<file path="config.mk">
export PLATFORM = sky130hd
export DESIGN_NAME = modular_exponentiation
export DESIGN_NICKNAME = d
export VERILOG_FILES = /design/src/rtl/modexp_pkg.sv /design/src/rtl/modular_exponentiation.sv /design/src/rtl/modexp_mul.sv
export SDC_FILE = /design/constraint.sdc
export NUM_CORES = 1
export LEC_CHECK = 0
export BUFFER_PORTS_ARGS = -buffer_cell sky130_fd_sc_hd__buf_4
export CORE_MARGIN = 4
export CORE_UTILIZATION = 30
export CTS_BUF_LIST = sky130_fd_sc_hd__clkbuf_2 sky130_fd_sc_hd__clkbuf_4 sky130_fd_sc_hd__clkbuf_8
export DETAILED_ROUTE_END_ITERATION = 6
export SLEW_MARGIN = 15
export SYNTH_ARGS = -nofsm -noshare
export SYNTH_HDL_FRONTEND = slang
export SYNTH_HIERARCHICAL = 1
export SYNTH_SLANG_ARGS = --single-unit
export TNS_END_PERCENT = 20
</file>
<file path="constraint.sdc">
create_clock -name clk -period 10.87 [get_ports clk]
set_input_delay 1.087 -clock clk [delete_from_list [all_inputs] [get_ports clk]]
set_output_delay 1.087 -clock clk [all_outputs]
set_load 0.01 [all_outputs]
</file>
<file path="src/rtl/modexp_pkg.sv">
package modexp_pkg;

  localparam int DATA_WIDTH = 32;

  localparam logic [DATA_WIDTH-1:0] MODULUS_RESET = 32'd91;

  typedef enum logic [2:0] {
    ST_IDLE,
    ST_REDUCE,
    ST_CHECK,
    ST_MUL_ACC,
    ST_SQUARE,
    ST_DONE
  } state_t;

endpackage

</file>
<file path="src/rtl/modular_exponentiation.sv">
// Channel  | Handshake            | Payload
// ---------+----------------------+-----------------------------------
// input    | start, busy          | in_base_value, in_exponent
// result   | out_valid (strobe)   | out_power_result
// config   | cfg_we               | cfg_wdata (modulus)
//
// An item is taken when start is high and busy is low; busy stays high until its
// result is strobed. All modular products run on one bit-serial multiplier: one
// reduces the base, and each exponent bit up to the top set bit adds a check state,
// a product when set and a squaring below the top bit, before the result is
// strobed from ST_DONE. Reset is synchronous and restores the modulus to 91;
// no stalls.
module modular_exponentiation #(
  parameter int OPERAND_WIDTH = 32
) (
  input  logic                                clk,
  input  logic                                rst_n,
  input  logic                                start,
  output logic                                busy,
  input  logic [modexp_pkg::DATA_WIDTH-1:0]   in_base_value,
  input  logic [modexp_pkg::DATA_WIDTH-1:0]   in_exponent,
  output logic                                out_valid,
  output logic [modexp_pkg::DATA_WIDTH-1:0]   out_power_result,
  input  logic                                cfg_we,
  input  logic [modexp_pkg::DATA_WIDTH-1:0]   cfg_wdata
);

  localparam int W = OPERAND_WIDTH;

  modexp_pkg::state_t state_r, state_nxt;

  logic [W-1:0] mod_r;
  logic [W-1:0] acc_r, acc_nxt;
  logic [W-1:0] b_r, b_nxt;
  logic [W-1:0] e_r, e_nxt;
  logic         go_r, go_nxt;

  logic [W:0]   mod_eff;
  logic [W-1:0] mul_a;
  logic [W-1:0] mul_b;
  logic         mul_done;
  logic [W-1:0] mul_product;
  logic         e_rest_zero;

  // A zero modulus behaves as 2^W, so the reductions wrap.
  assign mod_eff     = (mod_r == '0) ? {1'b1, {W{1'b0}}} : {1'b0, mod_r};
  assign e_rest_zero = (e_r[W-1:1] == '0);

  always_ff @(posedge clk) begin
    if (!rst_n) begin
      mod_r <= modexp_pkg::MODULUS_RESET[W-1:0];
    end else if (cfg_we) begin
      mod_r <= cfg_wdata[W-1:0];
    end
  end

  always_comb begin
    state_nxt = state_r;
    case (state_r)
      modexp_pkg::ST_IDLE: begin
        if (start) state_nxt = modexp_pkg::ST_REDUCE;
      end
      modexp_pkg::ST_REDUCE: begin
        if (mul_done) state_nxt = modexp_pkg::ST_CHECK;
      end
      modexp_pkg::ST_CHECK: begin
        if (e_r == '0) begin
          state_nxt = modexp_pkg::ST_DONE;
        end else if (e_r[0]) begin
          state_nxt = modexp_pkg::ST_MUL_ACC;
        end else begin
          state_nxt = modexp_pkg::ST_SQUARE;
        end
      end
      modexp_pkg::ST_MUL_ACC: begin
        if (mul_done) begin
          state_nxt = e_rest_zero ? modexp_pkg::ST_DONE : modexp_pkg::ST_SQUARE;
        end
      end
      modexp_pkg::ST_SQUARE: begin
        if (mul_done) state_nxt = modexp_pkg::ST_CHECK;
      end
      modexp_pkg::ST_DONE: begin
        state_nxt = modexp_pkg::ST_IDLE;
      end
      default: state_nxt = modexp_pkg::ST_IDLE;
    endcase
  end

  always_comb begin
    acc_nxt = acc_r;
    b_nxt   = b_r;
    e_nxt   = e_r;
    go_nxt  = (state_nxt != state_r) &&
              (state_nxt inside {modexp_pkg::ST_REDUCE, modexp_pkg::ST_MUL_ACC,
                                 modexp_pkg::ST_SQUARE});
    mul_a   = b_r;
    mul_b   = b_r;
    case (state_r)
      modexp_pkg::ST_IDLE: begin
        if (start) begin
          b_nxt   = in_base_value[W-1:0];
          e_nxt   = in_exponent[W-1:0];
          acc_nxt = W'(1);
        end
      end
      modexp_pkg::ST_REDUCE: begin
        mul_b = (mod_r == W'(1)) ? '0 : W'(1);
        if (mul_done) b_nxt = mul_product;
      end
      modexp_pkg::ST_MUL_ACC: begin
        mul_a = acc_r;
        if (mul_done) acc_nxt = mul_product;
      end
      modexp_pkg::ST_SQUARE: begin
        if (mul_done) begin
          b_nxt = mul_product;
          e_nxt = {1'b0, e_r[W-1:1]};
        end
      end
      default: ;
    endcase
  end

  always_ff @(posedge clk) begin
    if (!rst_n) begin
      state_r <= modexp_pkg::ST_IDLE;
      go_r    <= 1'b0;
    end else begin
      state_r <= state_nxt;
      go_r    <= go_nxt;
    end
  end

  always_ff @(posedge clk) begin
    acc_r <= acc_nxt;
    b_r   <= b_nxt;
    e_r   <= e_nxt;
  end

  modexp_mul #(
    .OPERAND_WIDTH(W)
  ) u_mul (
    .clk     (clk),
    .rst_n   (rst_n),
    .go      (go_r),
    .mul_a   (mul_a),
    .mul_b   (mul_b),
    .mod_eff (mod_eff),
    .done    (mul_done),
    .product (mul_product)
  );

  assign busy             = (state_r != modexp_pkg::ST_IDLE);
  assign out_valid        = (state_r == modexp_pkg::ST_DONE);
  assign out_power_result = modexp_pkg::DATA_WIDTH'(acc_r);

`ifndef SYNTHESIS
  a_accept_busy: assert property (@(posedge clk) disable iff (!rst_n)
    start && !busy |=> busy)
    else $error("item accepted but block not busy");

  a_strobe_single: assert property (@(posedge clk) disable iff (!rst_n)
    out_valid |=> !out_valid)
    else $error("result strobe longer than one cycle");

  a_strobe_idle: assert property (@(posedge clk) disable iff (!rst_n)
    out_valid |=> !busy)
    else $error("block still busy after result");

  a_product_range: assert property (@(posedge clk) disable iff (!rst_n)
    mul_done |-> ({1'b0, mul_product} < mod_eff))
    else $error("modular product not reduced");
`endif

endmodule

</file>
<file path="src/rtl/modexp_mul.sv">
// Bit-serial interleaved modular multiplier. The multiplier operand is shifted
// in most significant bit first; the multiplicand and modulus must stay stable
// until done, and the multiplicand must be below the modulus.
module modexp_mul #(
  parameter int OPERAND_WIDTH = 32
) (
  input  logic                     clk,
  input  logic                     rst_n,
  input  logic                     go,
  input  logic [OPERAND_WIDTH-1:0] mul_a,
  input  logic [OPERAND_WIDTH-1:0] mul_b,
  input  logic [OPERAND_WIDTH:0]   mod_eff,
  output logic                     done,
  output logic [OPERAND_WIDTH-1:0] product
);

  localparam int W    = OPERAND_WIDTH;
  localparam int CntW = $clog2(W + 1);

  logic [W-1:0]    a_sr_r, a_sr_nxt;
  logic [W-1:0]    acc_r, acc_nxt;
  logic [CntW-1:0] cnt_r, cnt_nxt;
  logic            run_r, run_nxt;
  logic            done_r, done_nxt;

  logic [W:0] dbl;
  logic [W:0] dbl_red;
  logic [W:0] sum;
  logic [W:0] sum_red;

  always_comb begin
    dbl     = {acc_r, 1'b0};
    dbl_red = (dbl >= mod_eff) ? (dbl - mod_eff) : dbl;
    sum     = dbl_red + (a_sr_r[W-1] ? {1'b0, mul_b} : '0);
    sum_red = (sum >= mod_eff) ? (sum - mod_eff) : sum;
  end

  always_comb begin
    a_sr_nxt = a_sr_r;
    acc_nxt  = acc_r;
    cnt_nxt  = cnt_r;
    run_nxt  = run_r;
    done_nxt = 1'b0;
    if (go) begin
      a_sr_nxt = mul_a;
      acc_nxt  = '0;
      cnt_nxt  = CntW'(W);
      run_nxt  = 1'b1;
    end else if (run_r) begin
      a_sr_nxt = {a_sr_r[W-2:0], 1'b0};
      acc_nxt  = sum_red[W-1:0];
      cnt_nxt  = cnt_r - 1'b1;
      if (cnt_r == CntW'(1)) begin
        run_nxt  = 1'b0;
        done_nxt = 1'b1;
      end
    end
  end

  always_ff @(posedge clk) begin
    if (!rst_n) begin
      run_r  <= 1'b0;
      done_r <= 1'b0;
      cnt_r  <= '0;
    end else begin
      run_r  <= run_nxt;
      done_r <= done_nxt;
      cnt_r  <= cnt_nxt;
    end
  end

  always_ff @(posedge clk) begin
    a_sr_r <= a_sr_nxt;
    acc_r  <= acc_nxt;
  end

  assign done    = done_r;
  assign product = acc_r;

endmodule
</file>
Word level (Yosys, flattened, before mapping):

Cells that the tools add are included.

* flip-flop bits (word level): 204
* input port bits: 100

* equality and inequality tests: 15
* bitwise operators: 2
* add/subtract/negate cells: 4
* muxes and demuxes: 30
* magnitude comparators: 2
* reduce and logical (&&, ||, !) cells: 17

Operators with widths (count)
* $mux 32: 11
* $pmux 32 s2: 3
* $ge 33x33->1: 2
* $mux 33: 2
* $logic_not 32->1: 2
* $add 33x32->33: 1
* $sub 33x33->33: 1
* $eq 32x1->1 const B: 1
* $sub 32x32->32: 1
* $logic_not 31->1: 1
* $mux 3: 5
* $mux 6: 2
* $pmux 3 s4: 1
* $eq 3x2->1 const B: 3
* $eq 3x3->1 const B: 3
* $reduce_and 3->1: 3
* $reduce_bool 2->1: 4
* $eq 3x1->1 const B: 2
* $eq 6x1->1 const B: 1
* $mux 1: 6
* $ne 2x1->1 const B: 3
* $reduce_bool 3->1: 2
* $sub 6x1->6 const B: 1
* $reduce_or 2->1: 2
* 6 further kinds: 7

Depth between registers and ports, before layout:

Gate-level depths: netlist of run 1.

* depth in word-level cells: 7
* depth in mapped cells: 38

Modules after synthesis:

Netlist of run 1, hierarchy kept.

Modules (own cells, without submodules)
* modexp_mul: instances 1, area an instance 8599.5 um^2, cells each 1082
* modular_exponentiation: instances 1, area an instance 6363.6 um^2, cells each 478

Least setup slack after synthesis of run 1:

No wires, ideal clock.

* path type: flip-flop to flip-flop
* start: register mod_r[1]
* end: register u_mul.acc_r[31] (netlist: u_mul/product[31])
* cell stages (with the launch flop): 37
* arrival time: 7.131 ns
* clock period less this slack: 7.223 ns
* path slack: 3.647 ns
* cell sequence: dfxtp_1 -> clkbuf_1 -> inv_1 -> ha_1 -> nand2b_1 -> a21oi_1 -> o311ai_1 -> nand3_1 -> a2111oi_0 -> nor4_1 -> a21oi_1 -> o21a_1 -> buf_2 -> buf_1 -> nor2_1 -> ha_1 -> inv_1 -> fa_1 -> nor2b_1 -> o2111ai_1 -> a32oi_1 -> a22oi_1 -> nor2b_1 -> or3_1 -> xor2_1 -> ha_1 -> clkbuf_1 -> a21o_1 -> a41o_1 -> a221oi_1 -> nand2_1 -> o21bai_1 -> o221ai_1 -> a2111oi_0 -> o21bai_1 -> mux2i_1 -> nor4_1

* cells in the longest elaborated chain, start to end: 7

Ends and longest elaborated chain
* from (decl): RTL line modular_exponentiation.sv:32 `logic [W-1:0] mod_r;`
* from (signal assigned): RTL line modular_exponentiation.sv:51 `mod_r <= modexp_pkg::MODULUS_RESET[W-1:0];`
* from (signal assigned): RTL line modular_exponentiation.sv:53 `mod_r <= cfg_wdata[W-1:0];`
* $logic_not 32->1: RTL line modular_exponentiation.sv:46 `assign mod_eff = (mod_r == '0) ? {1'b1, {W{1'b0}}} : {1'b0, mod_r};`
* $mux 33 (*): RTL line modular_exponentiation.sv:46
* named net mod_eff[1]: RTL line modular_exponentiation.sv:38 `logic [W:0] mod_eff;`
* $sub 33x33->33 / $ge 33x33->1 (equally long branches): RTL line modexp_mul.sv:33 `dbl_red = (dbl >= mod_eff) ? (dbl - mod_eff) : dbl;`
* $mux 33: RTL line modexp_mul.sv:33
* $add 33x32->33: RTL line modexp_mul.sv:34 `sum = dbl_red + (a_sr_r[W-1] ? {1'b0, mul_b} : '0);`
* $sub 32x32->32 / $ge 33x33->1 (equally long branches): RTL line modexp_mul.sv:35 `sum_red = (sum >= mod_eff) ? (sum - mod_eff) : sum;`
* $mux 32 (*): RTL line modexp_mul.sv:35
* to (signal assigned): RTL line modexp_mul.sv:74 `acc_r <= acc_nxt;`
* to (decl): RTL line modexp_mul.sv:21 `logic [W-1:0] acc_r, acc_nxt;`

The timed path passes the listed nets; every way through them passes the cells marked *.
A chain may end at the register's enable or synchronous reset.

Worst setup path in the final report of run 1:

* start: register mod_r[1]
* end: register u_mul.acc_r[29] (netlist: u_mul/product[29])

* cells in the longest elaborated chain, start to end: 7

Ends and longest elaborated chain (RTL line)
* $logic_not 32->1 / $eq 32x1->1 (equally long branches): modular_exponentiation.sv:46, modular_exponentiation.sv:108
* $mux 33 / $mux 1 (equally long branches): modular_exponentiation.sv:46, modular_exponentiation.sv:108
* $sub 33x33->33 (tied with other cells): modexp_mul.sv:33
* $mux 33 / $mux 32 (equally long branches): modexp_mul.sv:33, modexp_mul.sv:34
* $add 33x32->33: modexp_mul.sv:34
* $sub 32x32->32 / $ge 33x33->1 (equally long branches): modexp_mul.sv:35
* $mux 32 (*): modexp_mul.sv:35

Every way passes the cells marked *; elsewhere a longest branch is shown, timed or not.

==> results of run 1 <==
==> routing by layer <==
layer	vias to the layer above	global-route usage [%]	part of all wire, %
met5	-	0	0
met4	0	3.928	1.9
met3	48	3.712	7.3
met2	372	22.49	40
met1	5652	24.34	51
li1	5860	-	-
==> sequential cells by signal, summed over array words and instances (netlist names) <==
signal,flops
b_r,32
e_r,32
go_r,1
mod_r,32
out_power_result,32
state_r,3
u_mul/a_sr_r,32
u_mul/cnt_r,6
u_mul/done,1
u_mul/product,32
u_mul/run_r,1
==> worst max-delay path, delay by kind of cell, from the launching register on <==
family	cells	cell delay, ps
compound gates	15	5530
buf+inv	1	140
simple gates	9	1970
fa+ha+maj	3	1180
flops	1	410
==> layout by cell type, fill, tap and decap left out, types with 44 or more instances in the layout <==
cell and instances:
nand2_1 100, edfxtp_1 128, dfxtp_1 75, mux2_2 98
buf_4 146, o21ai_0 88, a21oi_1 97, nor2_1 84
inv_1 61, clkbuf_8 44, ha_1 100, nor2b_1 72
a21o_1 48, xnor2_1 47, mux2i_1 53
==> stage by stage <==
step | cell area [um^2] | hold slack (ps) | utilization, %
6_report | 17320 | 506.5 | 35.23
4_1_cts | 17290 | 513.7 | 35.17
3_5_place_dp | 16440 | 507.3 | 33.46
3_3_place_gp | 16440 | 484.6 | 33.46
2_1_floorplan | 14960 | 462.7 | -
5_1_grt | 17320 | 551.1 | 35.23
==> logic make-up after synthesis <==
kind of cell             share of synthesized area (%)
AO/OA/AOI/OAI                                    16.09
multiplexers                                     13.83
flip-flops                                       35.86
AND/OR/NAND/NOR                                  15.80
adder cells (fa/ha/maj)                          8.763
XOR/XNOR                                         5.034
buffers and inverters                            4.633
==> final timing paths <==
path,endpoint
setup / recovery,u_mul/product[29]
hold / removal,u_mul/cnt_r[1]
setup reg to reg,u_mul/product[29]
hold reg to reg,u_mul/cnt_r[1]
==> synthesized netlist by cell type (4+ instances only) <==
master and number:
dfxtp_1 76, inv_1 61, a31oi_1 11, nor4_1 18, o211ai_1 9, o31ai_1 7, nand4_1 22, o21ai_0 89
a21o_1 48, buf_2 8, buf_1 8, a21oi_1 97, o21bai_1 16, xor2_1 39, mux2i_1 53, buf_4 4
nand2_1 100, nor2b_1 72, ha_1 100, nor3_1 17, a211oi_1 27, and2_1 40, a41oi_1 4, xnor2_1 47
buf_6 8, a211o_1 4, mux2_4 29, edfxtp_1 128, and3_1 41, or3_1 5, mux2_2 98, nand2b_1 18
a221oi_1 4, a22oi_1 5, clkbuf_1 73, nor2_1 84, o21a_1 13, nand3_1 21, a21boi_0 6
==> final cells by class <==
class	instances	area [um^2]	share of cell area (%)
Multi-Input combinational cell	1194	8922	51.52
Sequential cell	204	5366	30.99
Timing Repair Buffer	147	1124	6.488
Tap cell	664	830.8	4.797
Clock buffer	52	665.6	3.844
Inverter	61	229.0	1.322
Clock inverter	14	177.7	1.026
Antenna cell	1	2.502	0.01445
==> results.txt, run 1 <==
RSZ-0062 raised after global routing -> false
1st-pass router iterations -> 5
Yosys top cell area share -> 25.69%
Final ANT Viol Nets -> 0
TritonCTS Sinks -> 204
TNS Setup -> 0 ps
Crit Path Category -> flip-flop to flip-flop
DR vias/cell -> 5.106
Crit. Startpoint -> mod_r[1]
Warnings, synthesis -> 6
DP HPWL -> 34.38 mm
initial antenna violation count -> 0
R2R setup slack -> 1470 ps
Max stage delay cell, worst path -> o21ai_4
DRT Wirelength -> 44.04 mm
DRC Markers -> 0
Place WS -> 1587 ps
Slew Limit Fails -> 0
Layout area overhead -> 15.74%
WP data arrival -> 9870 ps
final period utilization -> 86.45%
Top FF cell, synth -> edfxtp_1
sequential fraction of the synthesis area -> 35.86%
Max Freq -> 106.4 MHz
crit start category -> flip-flop
post-synthesis cell count -> 1,560
worst path required time -> 11,350 ps
port buffer count -> 133
leading area contributor after synthesis -> edfxtp_1
Layout Cells excl Fill -> 2,337
# rows -> 81
Clock Latency Late Sink -> 590 ps
global-route wire length before repair -> 67.25 mm
Syn Nets -> 1,763
largest net degree at the start of global routing -> 66
slew at the pin with the worst max-slew slack -> 1156 ps
Hold Path Class -> flip-flop to flip-flop
filler cell count in the final layout -> 4,985
I/O pin count -> 134
Final Wtd Congestion -> 0.9574
Slew Limit Headroom -> 22.63%
CTS Hold Buffers Added -> 0
CTS root buffer -> clkbuf_8
average cell area after synthesis -> 9.592 um^2
Total Routing Usage GR -> 15.94%
synth top area cells -> edfxtp_1, dfxtp_1, ha_1, mux2_2, mux2i_1
min cycle time layout -> 9397 ps
die area -> 53,510 um^2
drt initial violations -> 921
final setup violating endpoints -> 0
Max Cap Viol -> 0
Reg-to-Reg Start -> mod_r[1]
Wirelength per Cell -> 18.85 um
r2r worst-path depth -> 28
Core Area -> 49,150 um^2
layout cells sized above 1 -> 21.05%
die width -> 231.3 um
Post-CTS Resized -> 0
Vias -> 11,930
final hold violations -> 0
hold path depth -> 2
Die Height -> 231.3 um
Max Root-Sink Buffers -> 3
initial core utilization -> 30.44%
global route overflow -> 0
Post-Syn Area -> 14,960 um^2
Hold Crit Start -> u_mul/cnt_r[1]
Worst Clk Skew -> 18.03 ps
Most common cell on crit path -> nor2b_1
register bit total from synthesis -> 204
Worst Path Max Fanout -> 65
Crit. End Element -> flip-flop
CTS Buf Count -> 38
EDFF count, synth -> 128
vias in the first global route -> 11,460
Max H-tree Level -> 2
share of flip-flops with an asynchronous set or reset -> 0%
clock slew at reported path FFs -> 70 ps
fin nets -> 1,849
CTS tree -> done
CP max stage delay -> 880 ps
final worst setup slack -> 1473 ps
placed cell count -> 2,269
status -> finished clean
Post-CTS Setup Inserts -> 0
count of cell types in the netlist -> 69
Power of run 1 is not shown: default switching activity piles up to over one toggle a cycle in this logic, so the estimate is an artifact.
==> inputs of run 2 (changes only) <==
--- a/config.mk
+++ b/config.mk
@@ -7,9 +7,11 @@
 export LEC_CHECK = 0
 export BUFFER_PORTS_ARGS = -buffer_cell sky130_fd_sc_hd__buf_4
 export CORE_MARGIN = 4
-export CORE_UTILIZATION = 30
+export CORE_UTILIZATION = 61
 export CTS_BUF_LIST = sky130_fd_sc_hd__clkbuf_2 sky130_fd_sc_hd__clkbuf_4 sky130_fd_sc_hd__clkbuf_8
 export DETAILED_ROUTE_END_ITERATION = 6
+export MAX_ROUTING_LAYER = met4
+export PLACE_DENSITY = 0.81
 export SLEW_MARGIN = 15
 export SYNTH_ARGS = -nofsm -noshare
 export SYNTH_HDL_FRONTEND = slang
==> results.txt, run 2 (synthesized netlist as in run 1, its figures left out) <==
Die Height -> 164.6 um
most frequent cells in the layout -> buf_4, edfxtp_1, nand2_1, ha_1, mux2_2
Slew Limit Headroom -> 22.81%
RSZ-0062 raised after global routing -> false
crit start category -> flip-flop
layout cells sized above 1 -> 21.42%
clock slew at reported path FFs -> 60 ps
CP max stage delay -> 880 ps
largest net degree at the start of global routing -> 60
Hold Path Class -> flip-flop to flip-flop
port buffer count -> 133
DRT Wirelength -> 40.95 mm
Vias -> 12,310
initial antenna violation count -> 0
Layout area overhead -> 12.48%
Max Root-Sink Buffers -> 3
# rows -> 57
Post-CTS Setup Inserts -> 0
critical path's top delay family -> compound AO/OA/AOI/OAI gates
final period utilization -> 83.37%
fin nets -> 1,849
final hold violations -> 0
CTS Hold Buffers Added -> 0
Hold Slack -> 503.5 ps
CTS tree -> done
Max H-tree Level -> 2
Max Freq -> 110.4 MHz
die area -> 27,100 um^2
min cycle time layout -> 9062 ps
Slew Limit Fails -> 0
commonest non-fill, non-tap cell in the layout -> buf_4
Max Cap Viol -> 0
final setup violating endpoints -> 0
CTS root buffer -> clkbuf_8
Max stage delay cell, worst path -> o21ai_4
drt initial violations -> 1,159
CTS Buf Count -> 38
Worst Path Max Fanout -> 35
area post-placement -> 16,020 um^2
initial core utilization -> 61.71%
Crit. End Element -> flip-flop
status -> finished clean
global route overflow -> 0
DP HPWL -> 31.13 mm
Core Area -> 24,250 um^2
1st-pass router iterations -> 5
Final ANT Viol Nets -> 0
DR vias/cell -> 6.155
TritonCTS Sinks -> 204
Layout Cells excl Fill -> 2,000
die width -> 164.6 um
Wirelength per Cell -> 20.48 um
vias in the first global route -> 11,670
fin area -> 16,830 um^2
Buf+Inv Stages, Crit Path -> 1
slew at the pin with the worst max-slew slack -> 1153 ps
Post-CTS Resized -> 0
worst path required time -> 11,290 ps
Clock Latency Late Sink -> 550 ps
global-route wire length before repair -> 63.99 mm
Worst Clk Skew -> 39.16 ps
Total Routing Usage GR -> 30.81%
filler cell count in the final layout -> 1,907
DRC Markers -> 0
placed cell count -> 1,930
I/O pin count -> 134
Ant. Diodes -> 0
Crit Path Category -> flip-flop to flip-flop
TNS Setup -> 0 ps
WP data arrival -> 9480 ps
Final Wtd Congestion -> 0.9927
Most common cell on crit path -> nor2b_1
[run 2: cell types whose count changed in the layout (fill, tap and decap cells not counted), moves of 2 or more]
cell,previous run,this run
clkbuf_4,8,18
clkbuf_8,44,41
clkinv_1,5,2
clkinv_2,1,4
bufinv_16,4,2
[run 2: through the flow]
stage | utilization (%) | setup WS, ps
6_report | 69.41 | 1808
3_3_place_gp | 66.06 | 2199
5_1_grt | 69.41 | 1095
3_5_place_dp | 66.06 | 1921
4_1_cts | 69.41 | 1882
2_1_floorplan | - | 3647
[run 2: path summary, 6_finish.rpt]
check | cells after the start | startpoint | slack, ps | endpoint
worst max register to register | 30 | mod_r[1] | 1810 | u_mul/product[29]
worst min register to register | 2 | u_mul/cnt_r[1] | 500 | u_mul/cnt_r[1]
worst max-delay path | 30 | mod_r[1] | 1810 | u_mul/product[29]
worst min-delay path | 2 | u_mul/cnt_r[1] | 500 | u_mul/cnt_r[1]
[run 2: final cells by class]
class | count | area [um^2] | area share, %
inverters | 61 | 229.0 | 1.360
well taps | 324 | 405.4 | 2.409
multi-input cells | 1194 | 8915 | 52.97
flip-flops and latches | 204 | 5366 | 31.89
repair buffers | 147 | 1104 | 6.557
clock buffers | 59 | 699.4 | 4.156
clock inverters | 11 | 111.4 | 0.6617
[run 2: layer usage]
| metal | GRT usage, % | vias to the layer above | wire length, um |
|---|---|---|---|
| met5 | - | - | 0 |
| met4 | 8.431 | 0 | 860 |
| met3 | 4.068 | 50 | 3349 |
| met2 | 43.51 | 563 | 17210 |
| met1 | 46.55 | 5824 | 19530 |
| li1 | - | 5872 | - |
[run 2: worst min-delay path: stages, from the launching register on]
cell and delay [ps]:
dfxtp_1 320, nor2_1 80, a211oi_1 50
Power of run 2 is left out for the same reason.
